`src/hdl/ibl_pkg.sv`:
```
// Package with the constants, command codes and cell control type of the indexed byte list.
`default_nettype none
package ibl_pkg;

  localparam int CAPACITY = 64;
  localparam int IDX_W    = $clog2(CAPACITY);
  localparam int POS_W    = 7;
  localparam int LEN_W    = 7;
  localparam int BYTE_W   = 8;
  localparam int CMD_W    = 3;

  typedef enum logic [CMD_W-1:0] {
    CMD_APPEND       = 3'd0,
    CMD_INSERT_AT    = 3'd1,
    CMD_REMOVE_AT    = 3'd2,
    CMD_REMOVE_FIRST = 3'd3,
    CMD_REMOVE_LAST  = 3'd4,
    CMD_READ_AT      = 3'd5
  } cmd_t;

  typedef struct packed {
    logic              acc;
    logic              ins;
    logic              rem;
    logic              rd;
    logic [POS_W-1:0]  pos;
    logic [BYTE_W-1:0] value;
  } cell_ctl_t;

endpackage
`default_nettype wire

```
`src/hdl/ibl_cell.sv`:
```
// One storage cell of the byte chain: holds a byte, shifts with its neighbors, taps for reads.
`default_nettype none
module ibl_cell (
  input  wire logic                       clk,
  input  wire ibl_pkg::cell_ctl_t         ctl,
  input  wire logic [ibl_pkg::IDX_W-1:0]  cell_index,
  input  wire logic [ibl_pkg::BYTE_W-1:0] left_data,
  input  wire logic [ibl_pkg::BYTE_W-1:0] right_data,
  output logic      [ibl_pkg::BYTE_W-1:0] data,
  output logic      [ibl_pkg::BYTE_W-1:0] tap
);

  logic [ibl_pkg::POS_W-1:0] idx;
  logic                      at_pos;
  logic                      above_pos;

  assign idx       = ibl_pkg::POS_W'(cell_index);
  assign at_pos    = (idx == ctl.pos);
  assign above_pos = (idx > ctl.pos);

  always_ff @(posedge clk) begin
    if (ctl.ins) begin
      if (above_pos) begin
        data <= left_data;
      end else if (at_pos) begin
        data <= ctl.value;
      end
    end else if (ctl.rem) begin
      if (above_pos || at_pos) begin
        data <= right_data;
      end
    end
    if (ctl.acc) begin
      tap <= (ctl.rd && at_pos) ? data : '0;
    end
  end

endmodule
`default_nettype wire

```
`src/hdl/indexed_byte_list_unit.sv`:
```
// Top level of the indexed byte list: command decode, cell chain, and result pipeline.
//
// Usage: commands enter on the s_ channel (command, position, element_value packed
// in s_tdata) and each produces exactly one result item on the m_ channel (ok,
// length, read_value packed in m_tdata). The bytes live in a row of cells; an
// insert shifts every cell above the position one place up at once, a remove
// shifts them one place down, so every command is done in one update of the row.
// Throughput is one item per cycle while the receiver keeps m_tready high. An
// accepted command first updates the cells and captures the read byte in the cell
// taps; the taps are then combined into the output register. Reset empties the
// list; stored bytes are not cleared and positions at or above the length are
// never read. When the receiver holds m_tready low the result stays in the output
// register, one more item can wait in the middle stage, and s_tready falls until
// space frees up.
`default_nettype none
module indexed_byte_list_unit (
  input  wire logic        clk,
  input  wire logic        rst,
  input  wire logic        s_tvalid,
  output logic             s_tready,
  // command [2:0], position [9:3], element_value [17:10], zero [23:18]
  input  wire logic [23:0] s_tdata,
  output logic             m_tvalid,
  input  wire logic        m_tready,
  // ok [0], length [7:1], read_value [15:8]
  output logic      [15:0] m_tdata
);

  localparam int N = ibl_pkg::CAPACITY;

  logic [ibl_pkg::CMD_W-1:0]  cmd;
  logic [ibl_pkg::POS_W-1:0]  pos;
  logic [ibl_pkg::BYTE_W-1:0] value;
  logic                       accept;
  logic                       out_free;
  logic                       full;
  logic                       empty;
  logic                       ok;
  logic                       do_ins;
  logic                       do_rem;
  logic                       do_rd;
  logic [ibl_pkg::POS_W-1:0]  op_pos;
  ibl_pkg::cell_ctl_t         ctl;

  logic [ibl_pkg::LEN_W-1:0]  count;
  logic [ibl_pkg::LEN_W-1:0]  count_next;
  logic                       s1_valid;
  logic                       s1_ok;
  logic [ibl_pkg::LEN_W-1:0]  s1_len;
  logic [ibl_pkg::BYTE_W-1:0] read_or;

  logic [ibl_pkg::BYTE_W-1:0] cell_data [N];
  logic [ibl_pkg::BYTE_W-1:0] cell_tap  [N];

  assign cmd   = s_tdata[2:0];
  assign pos   = s_tdata[9:3];
  assign value = s_tdata[17:10];

  assign out_free = !m_tvalid || m_tready;
  assign s_tready = !s1_valid || out_free;
  assign accept   = s_tvalid && s_tready;

  assign full  = (count == ibl_pkg::LEN_W'(N));
  assign empty = (count == '0);

  always_comb begin
    ok     = 1'b0;
    do_ins = 1'b0;
    do_rem = 1'b0;
    do_rd  = 1'b0;
    op_pos = pos;
    case (cmd)
      ibl_pkg::CMD_APPEND: begin
        ok     = !full;
        do_ins = 1'b1;
        op_pos = count;
      end
      ibl_pkg::CMD_INSERT_AT: begin
        ok     = !full && (pos <= count);
        do_ins = 1'b1;
      end
      ibl_pkg::CMD_REMOVE_AT: begin
        ok     = (pos < count);
        do_rem = 1'b1;
      end
      ibl_pkg::CMD_REMOVE_FIRST: begin
        ok     = !empty;
        do_rem = 1'b1;
        op_pos = '0;
      end
      ibl_pkg::CMD_REMOVE_LAST: begin
        ok     = !empty;
        do_rem = 1'b1;
        op_pos = count - ibl_pkg::LEN_W'(1);
      end
      ibl_pkg::CMD_READ_AT: begin
        ok    = (pos < count);
        do_rd = 1'b1;
      end
      default: begin
        ok = 1'b0;
      end
    endcase
  end

  always_comb begin
    ctl.acc   = accept;
    ctl.ins   = accept && ok && do_ins;
    ctl.rem   = accept && ok && do_rem;
    ctl.rd    = accept && ok && do_rd;
    ctl.pos   = op_pos;
    ctl.value = value;
  end

  always_comb begin
    count_next = count;
    if (ctl.ins) begin
      count_next = count + ibl_pkg::LEN_W'(1);
    end else if (ctl.rem) begin
      count_next = count - ibl_pkg::LEN_W'(1);
    end
  end

  for (genvar i = 0; i < N; i++) begin : g_cell
    logic [ibl_pkg::BYTE_W-1:0] left_d;
    logic [ibl_pkg::BYTE_W-1:0] right_d;
    if (i == 0) begin : g_first
      assign left_d = '0;
    end else begin : g_left
      assign left_d = cell_data[i-1];
    end
    if (i == N - 1) begin : g_last
      assign right_d = cell_data[i];
    end else begin : g_right
      assign right_d = cell_data[i+1];
    end
    ibl_cell u_cell (
      .clk        (clk),
      .ctl        (ctl),
      .cell_index (ibl_pkg::IDX_W'(i)),
      .left_data  (left_d),
      .right_data (right_d),
      .data       (cell_data[i]),
      .tap        (cell_tap[i])
    );
  end

  always_comb begin
    read_or = '0;
    for (int i = 0; i < N; i++) begin
      read_or = read_or | cell_tap[i];
    end
  end

  always_ff @(posedge clk) begin
    if (rst) begin
      count    <= '0;
      s1_valid <= 1'b0;
      m_tvalid <= 1'b0;
    end else begin
      count <= count_next;
      if (accept) begin
        s1_valid <= 1'b1;
      end else if (out_free) begin
        s1_valid <= 1'b0;
      end
      if (out_free) begin
        m_tvalid <= s1_valid;
      end
    end
  end

  always_ff @(posedge clk) begin
    if (accept) begin
      s1_ok  <= ok;
      s1_len <= count_next;
    end
    if (out_free && s1_valid) begin
      m_tdata <= {read_or, s1_len, s1_ok};
    end
  end

`ifndef ASSERT_OFF
  a_count_bound: assert property (@(posedge clk) disable iff (rst)
    count <= ibl_pkg::LEN_W'(N))
    else $error("element count exceeds capacity");

  a_read_needs_ok: assert property (@(posedge clk) disable iff (rst)
    m_tvalid && (m_tdata[15:8] != '0) |-> m_tdata[0])
    else $error("nonzero read byte on a failed item");

  a_full_append: assert property (@(posedge clk) disable iff (rst)
    accept && full && (cmd == ibl_pkg::CMD_APPEND) |=> $stable(count))
    else $error("append changed the count of a full list");

  a_stage_hold: assert property (@(posedge clk) disable iff (rst)
    s1_valid && !out_free |=> s1_valid && $stable(s1_len))
    else $error("middle stage lost an item while the output was stalled");
`endif

endmodule
`default_nettype wire
```
`config.mk`:
```
export PLATFORM = sky130hd
export DESIGN_NAME = indexed_byte_list_unit
export DESIGN_NICKNAME = d
export VERILOG_FILES = /design/src/hdl/ibl_pkg.sv /design/src/hdl/ibl_cell.sv /design/src/hdl/indexed_byte_list_unit.sv
export SDC_FILE = /design/constraint.sdc
export NUM_CORES = 2
export LEC_CHECK = 0
export BUFFER_PORTS_ARGS = -buffer_cell sky130_fd_sc_hd__clkbuf_2
export CORE_UTILIZATION = 45
export CTS_BUF_LIST = sky130_fd_sc_hd__clkbuf_8
export DETAILED_ROUTE_END_ITERATION = 7
export HOLD_SLACK_MARGIN = 0.15
export PLACE_DENSITY = 0.63
export SETUP_SLACK_MARGIN = 0.05
export SKIP_CTS_REPAIR_TIMING = 1
export SYNTH_ARGS = -nofsm -noshare
export SYNTH_HDL_FRONTEND = slang
export SYNTH_SLANG_ARGS = --single-unit
export TNS_END_PERCENT = 10
```
`constraint.sdc`:
```
create_clock -name clk -period 15.15 [get_ports clk]
set_clock_uncertainty 0.15 [all_clocks]
set_input_delay 0 -clock clk [delete_from_list [all_inputs] [get_ports clk]]
set_output_delay 0 -clock clk [all_outputs]
set_load 0.01 [all_outputs]
```
# --- Yosys cells after proc, flatten, opt, wreduce, memory -nomap -nowiden ---
# Index checks and enable logic that the tools add are counted.
word_totals:
  output_inout_bits: 18
  ff_bits: 1057
  word_cells: 1000
op_classes:
  n_lt_le_gt_ge: 66
  n_eq_ne: 132
  mux: 326
  reduce_logical: 277
  add_sub_neg: 2
  bitwise_logic: 63
ops:
  columns: ["op", "count"]
  rows:
  - ["$mux 8", 317]
  - ["$or 8x8->8", 63]
  - ["$eq 6x7->1 const A", 32]
  - ["$gt 6x7->1 const A", 32]
  - ["$ne 3x1->1 const B", 63]
  - ["$reduce_and 3->1", 63]
  - ["$reduce_bool 2->1", 66]
  - ["$eq 5x7->1 const A", 16]
  - ["$gt 5x7->1 const A", 16]
  - ["$logic_and 1x1->1", 71]
  - ["$logic_or 1x1->1", 65]
  - ["$eq 4x7->1 const A", 8]
  - ["$gt 4x7->1 const A", 8]
  - ["$eq 3x7->1 const A", 4]
  - ["$gt 3x7->1 const A", 4]
  - ["$pmux 7 s3", 1]
  - ["$eq 2x7->1 const A", 2]
  - ["$gt 1x7->1 const A", 2]
  - ["$gt 2x7->1 const A", 2]
  - ["$logic_not 7->1", 2]
  - ["$mux 7", 2]
  - ["$add 7x1->7 const B", 1]
  - ["$eq 1x7->1 const A", 1]
  - ["$eq 7x7->1 const B", 1]
  - ["other kinds (13)", 24]

# --- Logic depth before layout (Yosys ltp) ---
depth:
  ltp_word: 63
  ltp_mapped: 13
  mapped_depth_nobuf: 8

# --- Hierarchy ---
# Synthesis repeated with hierarchy kept, for this count alone.
unflattened:
  hier_cells: 7719
  hier_area_um2: 77546.9
by_module_without_submodules:
  columns: ["mod", "seq_area_each_um2", "area_each_um2", "n_inst", "cells_each"]
  rows:
  - ["ibl_cell at g_cell[0].u_cell ...", 480.5, 1121.1, 46, 108]
  - ["ibl_cell at g_cell[29].u_cell ...", 480.5, 1276.2, 18, 133]
  - ["indexed_byte_list_unit", 900.9, 3005.4, 1, 357]

# --- Least setup slack after synthesis ---
# OpenSTA, ideal clock, no wires.
synth_path:
  kind: "reg-to-reg"
  from: "register m_tvalid"
  to: "register s1_len[1] (netlist bit), data pin"
  stages_incl_launch_ff: 6
  required_time_ns: 14.732
  arrival_time_ns: 11.457
  setup_time_ns: 0.268
  slack_ns: 3.275
  n_path_buf: 0
  path_cell_list: "dfxtp_1 nand3b_1 nand2_1 inv_1 nand2_1 o221a_2"
synth_via:
  elab_chain_len: 8
  elab_cells_between_ends: 9
  classes_between: "mux (2); reduce/logical (7)"
synth_lines:
  columns: ["item", "line_no", "text"]
  rows:
  - ["start, declared", "indexed_byte_list_unit.sv:23", "output logic m_tvalid,"]
  - ["start signal, assigned", "indexed_byte_list_unit.sv:168", "m_tvalid <= s1_valid;"]
  - ["$logic_not 1->1 (*)", "indexed_byte_list_unit.sv:59", "assign out_free = !m_tvalid || m_tready;"]
  - ["$logic_or 1x1->1 (*)", "indexed_byte_list_unit.sv:59", null]
  - ["$logic_or 1x1->1 (*)", "indexed_byte_list_unit.sv:60", "assign s_tready = !s1_valid || out_free;"]
  - ["via s_tready", "indexed_byte_list_unit.sv:20", "output logic s_tready,"]
  - ["$logic_and 1x1->1 (*)", "indexed_byte_list_unit.sv:61", "assign accept = s_tvalid && s_tready;"]
  - ["via accept", "indexed_byte_list_unit.sv:34", "logic accept;"]
  - ["$logic_and 1x1->1 (*)", "indexed_byte_list_unit.sv:108, indexed_byte_list_unit.sv:109", null]
  - ["$logic_and 1x1->1", "indexed_byte_list_unit.sv:109", "ctl.rem = accept && ok && do_rem;"]
  - ["$mux 7", "indexed_byte_list_unit.sv:119", "end else if (ctl.rem) begin"]
  - ["$mux 7 (*)", "indexed_byte_list_unit.sv:117", "if (ctl.ins) begin"]
  - ["via count_next, one bit", "indexed_byte_list_unit.sv:46", "logic [ibl_pkg::LEN_W-1:0] count_next;"]
  - ["end signal, assigned", "indexed_byte_list_unit.sv:176", "s1_len <= count_next;"]
  - ["end, declared", "indexed_byte_list_unit.sv:49", "logic [ibl_pkg::LEN_W-1:0] s1_len;"]
# Mark *: on every way through the listed nets, which the timed path passes. The rest lies on a longest branch.
# A chain may end at the register's enable or synchronous reset.

# --- Final worst setup path ---
layout_path:
  from: "register count[2] (netlist bit)"
  to: "register g_cell[59].u_cell.data[4] (netlist bit), data pin"
layout_via:
  elab_chain_len: 7
  elab_cells_between_ends: 15
  classes_between: "add/sub (1); order compare (3); eq/ne (1); mux (4); reduce/logical (6)"
layout_lines:
  columns: ["item", "line_no", "text"]
  rows:
  - ["start, declared", "indexed_byte_list_unit.sv:45", "logic [ibl_pkg::LEN_W-1:0] count;"]
  - ["start signal, assigned", "indexed_byte_list_unit.sv:161", "count <= count_next;"]
  - ["branches (longest 6 deep; another with $sub 7x1->7)", null, null]
  - ["$mux 8 (*)", "ibl_cell.sv:22", "if (ctl.ins) begin"]
  - ["end signal, assigned", "ibl_cell.sv:24", "data <= left_data;"]
  - ["end signal, assigned", "ibl_cell.sv:26", "data <= ctl.value;"]
  - ["end signal, assigned", "ibl_cell.sv:30", "data <= right_data;"]
  - ["end, declared", "ibl_cell.sv:9", "output logic [ibl_pkg::BYTE_W-1:0] data,"]
# Mark *: on every way between the ends.

==> reports/metrics.cfg <==
[pwr]
power_frac_comb = 0.117
p_clk_frac = 0.356
leakagePower_nw = 19.49
power_density_mw_per_mm2 = 116.5
vdd_drop_max_mv = 0.07376
power.share.sequential = 0.527
sw_frac_of_total = 0.2846
p_int_mw = 4.576
p_switching_mw = 1.820

[clocking]
clockBufferDepth = 3
cts_tree = done
ctsHtreeMaxLevel = 4
root_buffer = clkbuf_8
clk_pin_slew_ps = 60
cts_buffers = 172
cts_sinks = 1057
insertion_delay_ps = 880

[grt]
grt_pass1_vias = 36320
antenna_found_initial = 16
grt_pass1_wl_um = 244300
grt_max_degree = 214
grt_use_total = 0.2940
grt_overflow_total = 0

[route]
drc_errors = 0
antenna_left = 0
dr.pass1.iters = 6
dr.first_iter.drc_count = 5612
wl_um = 168100
vias = 38190
drt-vias-per-instance = 6.651
wl_per_cell_um = 29.28

[floorplanning]
core-area_mm2 = 0.1105
die_h_um = 335.9
num_io_pins = 46
dieWidth_um = 335.9
rows = 122
start_util = 0.4538
fp.dieArea_mm2 = 0.1128

[synthesis]
ys_seq_elements = 1057
syn_nets = 4231
synth-edff-count = 1048
syn-cell-area_mm2 = 0.05016
synthCells = 4193
synthArstFlopShare = 0
ys_types = 83
synthFlopType = edfxtp_1
ys.warnings.count = 0
yosysSeqAreaShare = 0.6310
syn_area_per_cell_um2 = 11.96

[outcome]
status = finished clean

[sta]
fin_crit_ps = 6186
relSlewSlack = 0.1229
max_freq_mhz = 161.6
finalMaxSlewViolations = 0
fin_hold_ws_ps = 97.94
rsz0062_at_grt = false
min_period_over_period = 0.4083
finalSetupTns_ps = 0
finalHoldViolCount = 0
fin_ws_ps = 8964
setup_violations = 0
worstMarginPinSlew_ps = 1314

[placement]
portBuffers = 39
place_ws_ps = 9280
place_inst = 5413
hpwlAfterDp_um = 107900
gp_congestion = 0.9254

[critical_path]
crit_slowest_cell = buf_4
required_ps = 15690
slowest_delay_ps = 890
rrSetupSlack_ps = 8960
critical_path_arrival_ps = 6720
path_buf_inv = 5
cp-end-kind = flop
critPathTopFamily = buffers and inverters
crit_type = reg -> reg
worstPathCellList = inv_1 > ha_1 > o21ai_0 > a21oi_1 > o32a_1 > a21oi_4 > buf_4 > buf_4 > buf_4 > buf_4 > o2111ai_1 > o211ai_1
critPathMostFrequentCell = buf_4
cp-start-kind = flop
path_max_fanout = 91

[cells_and_area]
layout-drive-gt1-share = 0.1097
mostFrequentLayoutCells = 1048 x edfxtp_1, 449 x nand2_1, 340 x and3_1
final_common_cell = edfxtp_1
fin_util = 0.4968
post_layout_nonfiller_instances = 5741
areaGrowthSynthToFinish_pct = 9.469
layout.nets = 4158

[job]
drv_cap = 0

[worst_hold_path]
hp-class = in -> reg

## worst register-to-register path, stage by stage, from the launching register on
cell       delay [ps]
dfxtp_1           610
inv_1             160
ha_1              320
o21ai_0           160
a21oi_1            60
o32a_1            490
a21oi_4           190
buf_4             720
buf_4             940
buf_4             860
buf_4             900
o2111ai_1         320
o211ai_1          150
## state kept, by name (all words and copies together) (netlist names)
name / count
m_tdata: 16
s1_ok: 1
m_tvalid: 1
g_cell.u_cell.data: 512
count: 7
s1_len: 7
s1_valid: 1
g_cell.u_cell.tap: 512
## path summary, 6_finish.rpt
kind	end	startpoint	cells after the start
hold / removal	g_cell[61].u_cell.data[5]	s_tdata[5]	6
setup / recovery	g_cell[59].u_cell.data[4]	count[2]	12
setup reg to reg	g_cell[59].u_cell.data[4]	count[2]	12
hold reg to reg	m_tdata[0]	s1_ok	0
## logic make-up after synthesis
kind of cell             Yosys count  synth area share
AND/OR/NAND/NOR                 1845            0.2053
flip-flops                      1057            0.6310
AO/OA/AOI/OAI                    792            0.1142
buffers and inverters            425           0.03410
multiplexers                      60           0.01225
adder cells (fa/ha/maj)           10          0.002495
XOR/XNOR                           4         0.0006984
## final cells by class
cell class,count,area [um^2]
Antenna cell,4,10.01
Clock buffer,177,2436
Clock inverter,126,590.6
Fill cell,9840,55610
Inverter,10,45.04
Multi-Input combinational cell,2711,17060
Sequential cell,1057,31650
Tap cell,1488,1862
Timing Repair Buffer,168,1254
## layer usage
layer / vias to the layer above / share of wire / GRT usage
li1: 16530 / - / -
met1: 18780 / 0.39 / 0.4006
met2: 2482 / 0.46 / 0.4516
met3: 379 / 0.11 / 0.06453
met4: 10 / 0.042 / 0.1296
met5: - / 0.00052 / 0
## power by group through the flow
stage	clock network (mW)	logic [mW]	registers, mW
floorplan	0	0.465	3.44
CTS	2.29	0.723	3.37
finish	2.28	0.749	3.37
global route	2.41	0.786	3.38
global placement	0	0.710	3.43
detailed placement	0	0.721	3.43
## Yosys cell counts (25+ instances only)
library cell	count	share of area
edfxtp_1	1048	0.63
nand2_1	457	0.034
and3_1	340	0.042
o211ai_1	339	0.051
clkbuf_1	329	0.025
nand4_1	253	0.032
nand3_1	167	0.017
nor2_1	161	0.012
o21ai_0	150	0.015
and4_1	148	0.026
nor4_1	133	0.017
a31oi_1	123	0.015
and2_1	91	0.011
o2111ai_1	66	0.012
buf_2	56	0.0056
mux2i_1	49	0.0098
nor3_1	25	0.0025
## metrics by stage
step	cell area [um^2]	total power, mW
finish	54910	6.396
global route	54900	6.574
CTS	54690	6.381
detailed placement	51660	4.151
global placement	51660	4.138
floorplan	50160	3.900
(Power assumes the default switching activity.)
